[config.mk]
export PLATFORM = sky130hd
export DESIGN_NAME = future_view_message_buffer
export DESIGN_NICKNAME = d
export VERILOG_FILES = /design/src/rtl/fvmb_pkg.sv /design/src/rtl/fvmb_table.sv /design/src/rtl/future_view_message_buffer.sv
export SDC_FILE = /design/constraint.sdc
export NUM_CORES = 2
export LEC_CHECK = 0
export ABC_AREA = 1
export ABC_CLOCK_PERIOD_IN_PS = 24200
export BUFFER_PORTS_ARGS = -buffer_cell sky130_fd_sc_hd__buf_4
export CAP_MARGIN = 0
export CORE_MARGIN = 8
export CORE_UTILIZATION = 35
export CTS_CLUSTER_SIZE = 24
export DETAILED_ROUTE_END_ITERATION = 8
export GPL_TIMING_DRIVEN = 0
export PLACE_DENSITY_LB_ADDON = 0.12
export SETUP_SLACK_MARGIN = 0.2
export SLEW_MARGIN = 20
export SYNTH_ARGS = -nofsm -noshare
export SYNTH_HDL_FRONTEND = slang
export SYNTH_HIERARCHICAL = 1
export SYNTH_SLANG_ARGS = --single-unit
[constraint.sdc]
create_clock -name clock -period 24.2 [get_ports clock]
set_input_delay 4.84 -clock clock [delete_from_list [all_inputs] [get_ports clock]]
set_output_delay 4.84 -clock clock [all_outputs]
set_load 0.03 [all_outputs]
[src/rtl/fvmb_pkg.sv]
// Shared types and constants for the future view message buffer.
// No dependencies; every other file in the project imports this package.
`default_nettype none
package fvmb_pkg;

   // Table geometry.
   localparam int SLOTS    = 16;
   localparam int REF_BITS = 16;

   // Fixed field widths on the ports.
   localparam int CMD_BITS    = 2;
   localparam int VIEW_BITS   = 64;
   localparam int MREF_BITS   = 16;
   localparam int STATUS_BITS = 3;
   localparam int OCC_BITS    = 5;
   localparam int WIN_BITS    = 8;

   localparam logic [WIN_BITS-1:0] WINDOW_RESET = 8'd8;

   // Commands.
   localparam logic [CMD_BITS-1:0] CMD_OFFER = 2'd0;
   localparam logic [CMD_BITS-1:0] CMD_PURGE = 2'd1;
   localparam logic [CMD_BITS-1:0] CMD_FETCH = 2'd2;

   // Result status codes.
   localparam logic [STATUS_BITS-1:0] ST_PASS     = 3'd0;
   localparam logic [STATUS_BITS-1:0] ST_OUTWIN   = 3'd1;
   localparam logic [STATUS_BITS-1:0] ST_STORED   = 3'd2;
   localparam logic [STATUS_BITS-1:0] ST_REPLACED = 3'd3;
   localparam logic [STATUS_BITS-1:0] ST_FULL     = 3'd4;
   localparam logic [STATUS_BITS-1:0] ST_PURGED   = 3'd5;
   localparam logic [STATUS_BITS-1:0] ST_HIT      = 3'd6;
   localparam logic [STATUS_BITS-1:0] ST_MISS     = 3'd7;

   typedef struct packed {
      logic [CMD_BITS-1:0]  cmd;
      logic [VIEW_BITS-1:0] current_view;
      logic [VIEW_BITS-1:0] message_view;
      logic                 is_proposal;
      logic [MREF_BITS-1:0] message_ref;
   } fvmb_op_type;

   typedef struct packed {
      logic [STATUS_BITS-1:0] status;
      logic [MREF_BITS-1:0]   fetched_ref;
      logic [OCC_BITS-1:0]    occupancy;
   } fvmb_result_type;

endpackage
`default_nettype wire

[src/rtl/fvmb_table.sv]
// View-keyed message table: all slots are compared in parallel, and the
// result of one operation is produced combinationally. Depends on fvmb_pkg.
`default_nettype none
module fvmb_table (
   input  wire                                  clock,
   input  wire                                  reset,
   input  wire                                  enable,
   input  wire  [fvmb_pkg::WIN_BITS-1:0]        view_window,
   input  wire  fvmb_pkg::fvmb_op_type          op,
   output fvmb_pkg::fvmb_result_type            result
);
   import fvmb_pkg::*;

   logic [SLOTS-1:0]     valid_ff;
   logic [SLOTS-1:0]     valid_in;
   logic [VIEW_BITS-1:0] view_ff [SLOTS];
   logic [REF_BITS-1:0]  ref_ff  [SLOTS];

   logic [SLOTS-1:0]     hit_vec;
   logic [SLOTS-1:0]     old_vec;
   logic [SLOTS-1:0]     free_vec;
   logic [SLOTS-1:0]     free_first;
   logic [SLOTS-1:0]     view_we;
   logic [SLOTS-1:0]     ref_we;
   logic [VIEW_BITS-1:0] key;
   logic [REF_BITS-1:0]  hit_ref;
   logic [REF_BITS-1:0]  store_ref;
   logic [VIEW_BITS:0]   diff;
   logic                 out_of_window;

   // One comparator bank serves both the offer lookup and the fetch lookup.
   assign key       = (op.cmd == CMD_FETCH) ? op.current_view : op.message_view;
   assign store_ref = REF_BITS'(op.message_ref);
   assign free_vec  = ~valid_ff;
   assign free_first = free_vec & (~free_vec + SLOTS'(1));

   // The difference is taken at one extra bit, so the borrow shows a view
   // behind the current one and the window test never wraps.
   assign diff = {1'b0, op.message_view} - {1'b0, op.current_view};
   assign out_of_window = diff[VIEW_BITS] || (|diff[VIEW_BITS-1:WIN_BITS]) ||
                          (diff[WIN_BITS-1:0] > view_window);

   always_comb begin
      hit_ref = '0;
      for (int i = 0; i < SLOTS; i++) begin
         hit_vec[i] = valid_ff[i] && (view_ff[i] == key);
         old_vec[i] = valid_ff[i] && (view_ff[i] < op.current_view);
         if (hit_vec[i]) begin
            hit_ref = hit_ref | ref_ff[i];
         end
      end
   end

   always_comb begin
      valid_in           = valid_ff;
      view_we            = '0;
      ref_we             = '0;
      result.status      = ST_MISS;
      result.fetched_ref = '0;
      case (op.cmd)
         CMD_OFFER: begin
            if (op.message_view == op.current_view || !op.is_proposal) begin
               result.status = ST_PASS;
            end else if (out_of_window) begin
               result.status = ST_OUTWIN;
            end else if (|hit_vec) begin
               ref_we        = hit_vec;
               result.status = ST_REPLACED;
            end else if (|free_vec) begin
               valid_in      = valid_ff | free_first;
               view_we       = free_first;
               ref_we        = free_first;
               result.status = ST_STORED;
            end else begin
               result.status = ST_FULL;
            end
         end
         CMD_PURGE: begin
            valid_in      = valid_ff & ~old_vec;
            result.status = ST_PURGED;
         end
         CMD_FETCH: begin
            if (|hit_vec) begin
               valid_in           = valid_ff & ~hit_vec;
               result.fetched_ref = MREF_BITS'(hit_ref);
               result.status      = ST_HIT;
            end
         end
         default: begin
            result.status = ST_MISS;
         end
      endcase
      result.occupancy = OCC_BITS'($countones(valid_in));
   end

   always_ff @(posedge clock) begin
      if (reset) begin
         valid_ff <= '0;
      end else if (enable) begin
         valid_ff <= valid_in;
      end
   end

   always_ff @(posedge clock) begin
      for (int i = 0; i < SLOTS; i++) begin
         if (enable && view_we[i]) begin
            view_ff[i] <= op.message_view;
         end
         if (enable && ref_we[i]) begin
            ref_ff[i] <= store_ref;
         end
      end
   end

endmodule
`default_nettype wire

[src/rtl/future_view_message_buffer.sv]
// Top level of the future view message buffer: input register, view table
// and result register. Depends on fvmb_pkg and fvmb_table.
//
//   channel | ports                  | direction | handshake
//   req     | req_cmd .. message_ref | in        | req_valid / req_ready
//   rsp     | status, ref, occupancy | out       | rsp_valid / rsp_ready
//   csr     | csr_write_data         | in        | csr_write_enable, no wait
//
// One beat is taken per cycle while the result register is free or drains.
// A beat is held in the input register, then the table lookup and update run
// in one pass into the result register. The table's parallel compare over all
// slots sets the cycle. When rsp_ready is low the result register holds and
// one more beat waits in the input register. Reset clears the valid flags,
// including those of the table slots, and loads the window with 8; stored
// views and handles are not cleared.
`default_nettype none
module future_view_message_buffer (
   input  wire                               clock,
   input  wire                               reset,
   input  wire                               req_valid,
   output logic                              req_ready,
   input  wire  [fvmb_pkg::CMD_BITS-1:0]     req_cmd,
   input  wire  [fvmb_pkg::VIEW_BITS-1:0]    req_current_view,
   input  wire  [fvmb_pkg::VIEW_BITS-1:0]    req_message_view,
   input  wire                               req_is_proposal,
   input  wire  [fvmb_pkg::MREF_BITS-1:0]    req_message_ref,
   output logic                              rsp_valid,
   input  wire                               rsp_ready,
   output logic [fvmb_pkg::STATUS_BITS-1:0]  rsp_status,
   output logic [fvmb_pkg::MREF_BITS-1:0]    rsp_fetched_ref,
   output logic [fvmb_pkg::OCC_BITS-1:0]     rsp_occupancy,
   input  wire                               csr_write_enable,
   input  wire  [fvmb_pkg::WIN_BITS-1:0]     csr_write_data
);
   import fvmb_pkg::*;

   logic              in_valid_ff;
   fvmb_op_type       in_op_ff;
   logic              rsp_valid_ff;
   fvmb_result_type   rsp_res_ff;
   fvmb_result_type   table_res;
   logic [WIN_BITS-1:0] window_ff;
   logic              advance;

   // The held beat moves on whenever the result register is free or drains.
   assign advance   = in_valid_ff && (!rsp_valid_ff || rsp_ready);
   assign req_ready = !in_valid_ff || advance;

   always_ff @(posedge clock) begin
      if (reset) begin
         window_ff <= WINDOW_RESET;
      end else if (csr_write_enable) begin
         window_ff <= csr_write_data;
      end
   end

   always_ff @(posedge clock) begin
      if (reset) begin
         in_valid_ff <= 1'b0;
      end else if (req_ready) begin
         in_valid_ff <= req_valid;
      end
   end

   always_ff @(posedge clock) begin
      if (req_ready && req_valid) begin
         in_op_ff.cmd          <= req_cmd;
         in_op_ff.current_view <= req_current_view;
         in_op_ff.message_view <= req_message_view;
         in_op_ff.is_proposal  <= req_is_proposal;
         in_op_ff.message_ref  <= req_message_ref;
      end
   end

   fvmb_table u_table (
      .clock       (clock),
      .reset       (reset),
      .enable      (advance),
      .view_window (window_ff),
      .op          (in_op_ff),
      .result      (table_res)
   );

   always_ff @(posedge clock) begin
      if (reset) begin
         rsp_valid_ff <= 1'b0;
      end else if (advance) begin
         rsp_valid_ff <= 1'b1;
      end else if (rsp_ready) begin
         rsp_valid_ff <= 1'b0;
      end
   end

   always_ff @(posedge clock) begin
      if (advance) begin
         rsp_res_ff <= table_res;
      end
   end

   assign rsp_valid       = rsp_valid_ff;
   assign rsp_status      = rsp_res_ff.status;
   assign rsp_fetched_ref = rsp_res_ff.fetched_ref;
   assign rsp_occupancy   = rsp_res_ff.occupancy;

endmodule
`default_nettype wire
==> key figures <==
Synth
  – Net count after synthesis: 9916
  – Leading area contributor after synthesis: edfxtp_1
  – Mapped Area: 90040 sq um
  – Synth area leaders: edfxtp_1 48%, ha_1 15%, nand2_1 7.4%
  – Main synth FF type: edfxtp_1
  – Syn Inst Count: 8656
  – Register area share after synthesis: 48.97%
  – Ys async rst share: 0%
  – Syn avg cell area: 10.40 sq um
  – Post-synth top area share: 48.39%
  – Count of different cell masters after synthesis: 61
  – Flops & latches, synth: 1477
  – Synth warn: 6
  – Post-synth EDFFs: 1451

Finish
  – Layout net count: 10615
  – Most frequent cells in the layout: 1770 x nand2_1, 1451 x edfxtp_1, 1089 x ha_1
  – Multi-input gate area: 42690 sq um
  – Area Overhead vs Synth: 18.62%
  – Proportion of layout cells with a drive suffix above 1: 11.60%
  – Storage cell area: 44090 sq um
  – Most common cell after layout, fill and taps aside: nand2_1
  – Fillers: 24685
  – Design Area, Final: 106800 sq um

Worst setup path
  – Largest fanout on the critical path: 3
  – Crit Path Class: primary input to output port
  – CP required: 19.36 ns
  – Setup crit end kind: output port
  – Startpoint types: primary input
  – CP arrival: 5.40 ns

Floorplanning
  – Die Span Y: 523.2 microns
  – Starting Density: 35.11%
  – DIE AREA: 273700 sq um
  – Core Region: 256500 sq um
  – Chip width: 523.2 microns
  – # rows: 186
  – IO Pins: 186

Routing
  – ANT nets after route: 0
  – Vias: 76485
  – Vias/cell: 5.928
  – First drt pass iteration count: 6
  – # DRC: 0
  – Initial drt markers: 9951
  – Drt wl/cell: 39.40 microns
  – WL final: 508400 microns

GRT
  – Global-route wire length before repair: 658200 microns
  – GRT Util Overall: 35.93%
  – Grt total ovfl: 0
  – Largest net degree at the start of global routing: 80
  – Number of global-route vias before repair: 73689
  – Initial antenna violation count: 58

Pwr
  – P_sw: 2.129 mW
  – Pwr per Cell Area: 64.38 nW/um^2
  – Clock power share: 40.2%
  – Int Power: 4.748 mW
  – Static Leak: 42.23 nW
  – Sw Share: 30.95%
  – Comb power frac: 17.9%
  – Peak VDD IR: 52.78 uV
  – Flop pwr share: 41.9%

Run
  – Max Cap Violations: 0

CTS
  – Worst-Skew Late Latency: 0.90 ns
  – CTS tree: yes
  – CTS Sinks: 1477
  – CTS max path bufs: 4
  – Clk slew on worst S/H paths: 0.05 ns
  – Hold-fix buffers at CTS: 0
  – CTS Root Cell: clkbuf_16
  – Post-CTS Resized: 0
  – CTS Buf Count: 191
  – Htree depth: 4
  – Post-CTS Setup Repair Bufs: 0

Timing
  – Final Hold Vio Count: 0
  – Max Slew Vio Count: 0
  – Fin crit period: 10.24 ns
  – Unrepaired setup endpoints after global routing: no
  – Setup violators final: 0
  – Final period util: 42.32%
  – Worst-margin pin slew: 1.299 ns
  – Setup TNS: 0 ns
  – Final hold slack: 0.4773 ns
  – Slew Limit Headroom: 13.09%
  – Fmax: 0.09764 GHz
  – Layout Skew: 0.09350 ns

Placed design
  – Post-DP Area: 100900 sq um
  – GPL Wtd Cong: 1.000
  – Port Buffers: 185
  – Post-DP HPWL: 403000 microns

Status
  – Run status: finished, final reports clean

Min path
  – Hold Path Class: flop to flop
-- power by group through the flow --
stage | sequential [mW] | combinational, mW | clock, mW
after floorplan | 2.92 | 0.539 | 0
after global placement | 3.00 | 1.04 | 0
after detailed placement | 2.93 | 1.18 | 0
after CTS | 2.88 | 1.19 | 2.80
after global routing | 2.88 | 1.26 | 2.88
final | 2.88 | 1.23 | 2.77
-- cells by family (layout without fill, tap and decap cells) --
group / count (synthesis) / in the layout / share of synthesized area [%]
simple gates: 3191 / 3191 / 15.39
flops: 1477 / 1477 / 48.97
buf+inv: 820 / 1656 / 4.013
fa+ha+maj: 1100 / 1100 / 15.38
compound gates: 1249 / 1249 / 8.286
other cells: 0 / 27 / 0
xor+xnor: 819 / 819 / 7.967
-- synth_stat cells (3+ instances only) --
cell type	n
a211oi_1	71
nand3_1	200
nand3_2	12
nor2_1	622
o21ai_0	265
a21oi_1	545
edfxtp_1	1451
a21o_1	20
buf_2	27
fa_1	11
nand2_4	21
inv_1	650
o31ai_1	15
xnor2_1	698
a211oi_2	3
buf_8	3
and2_1	6
nor4_1	24
nand3b_1	21
nor2_4	4
nand2_1	1770
buf_6	52
clkbuf_1	16
ha_1	1089
xor2_1	121
o21a_1	14
dfxtp_1	26
o2111ai_1	20
nand2_2	38
nor4b_1	10
o21bai_1	9
o22ai_1	42
a31oi_1	24
clkinv_1	5
nand4_1	345
buf_4	18
inv_2	45
nor3_1	101
o21ai_1	28
a22o_1	66
o221ai_1	41
or3_1	4
o211ai_1	14
a221oi_1	65
-- cell type report --
cell class / count / share of cell area [%]
multi-input combinational: 6359 / 39.97
inverter: 701 / 2.473
clock buffer: 229 / 4.668
antenna: 27 / 0.06326
tap: 3384 / 3.964
sequential: 1477 / 41.28
clock inverter: 101 / 0.7731
timing repair buffer: 506 / 5.892
buffer: 119 / 0.9196
-- worst max-delay path, stage by stage --
cell and delay (ns):
buf_4 0.11, inv_1 0.12, nand3_1 0.14, buf_4 0.20
-- routing by layer --
layer | share of wire, % | vias to the layer above | global-route usage (%)
met5 | 0 | - | 0
met4 | 11 | 0 | 32.46
met3 | 8.0 | 1321 | 5.697
met2 | 43 | 4463 | 55.48
met1 | 37 | 38351 | 43.19
li1 | - | 32350 | -
-- metrics by stage --
step,std cells,total power [mW],util [%],setup slack [ns]
final,12903,6.877,41.65,13.96
after floorplan,8656,3.456,-,10.90
after detailed placement,12546,4.117,39.35,13.95
after CTS,12876,6.870,41.62,13.95
after global placement,12225,4.043,37.30,5.260
after global routing,12882,7.021,41.63,13.93
-- sequential cells by signal, summed over array words and instances, names as in the netlist --
signal and flops:
in_op_ff 147, in_valid_ff 1, rsp_fetched_ref 16, rsp_occupancy 5, rsp_status 3, rsp_valid 1
u_table/ref_ff 256, u_table/valid_ff 16, u_table/view_ff 1024, window_ff 8
-- worst paths after layout --
kind | start | endpoint | slack (ns) | cells past startpoint
setup / recovery | rsp_ready | req_ready | 13.96 | 4
hold / removal | window_ff[3]$_SDFFE_PP1P_ | window_ff[3]$_SDFFE_PP1P_ | 0.48 | 2
setup reg to reg | in_op_ff[145]$_DFFE_PP_ | rsp_occupancy[2]$_DFFE_PP_ | 14.73 | 33
hold reg to reg | window_ff[3]$_SDFFE_PP1P_ | window_ff[3]$_SDFFE_PP1P_ | 0.48 | 2
No activity file was read; power rests on OpenSTA's default activity.
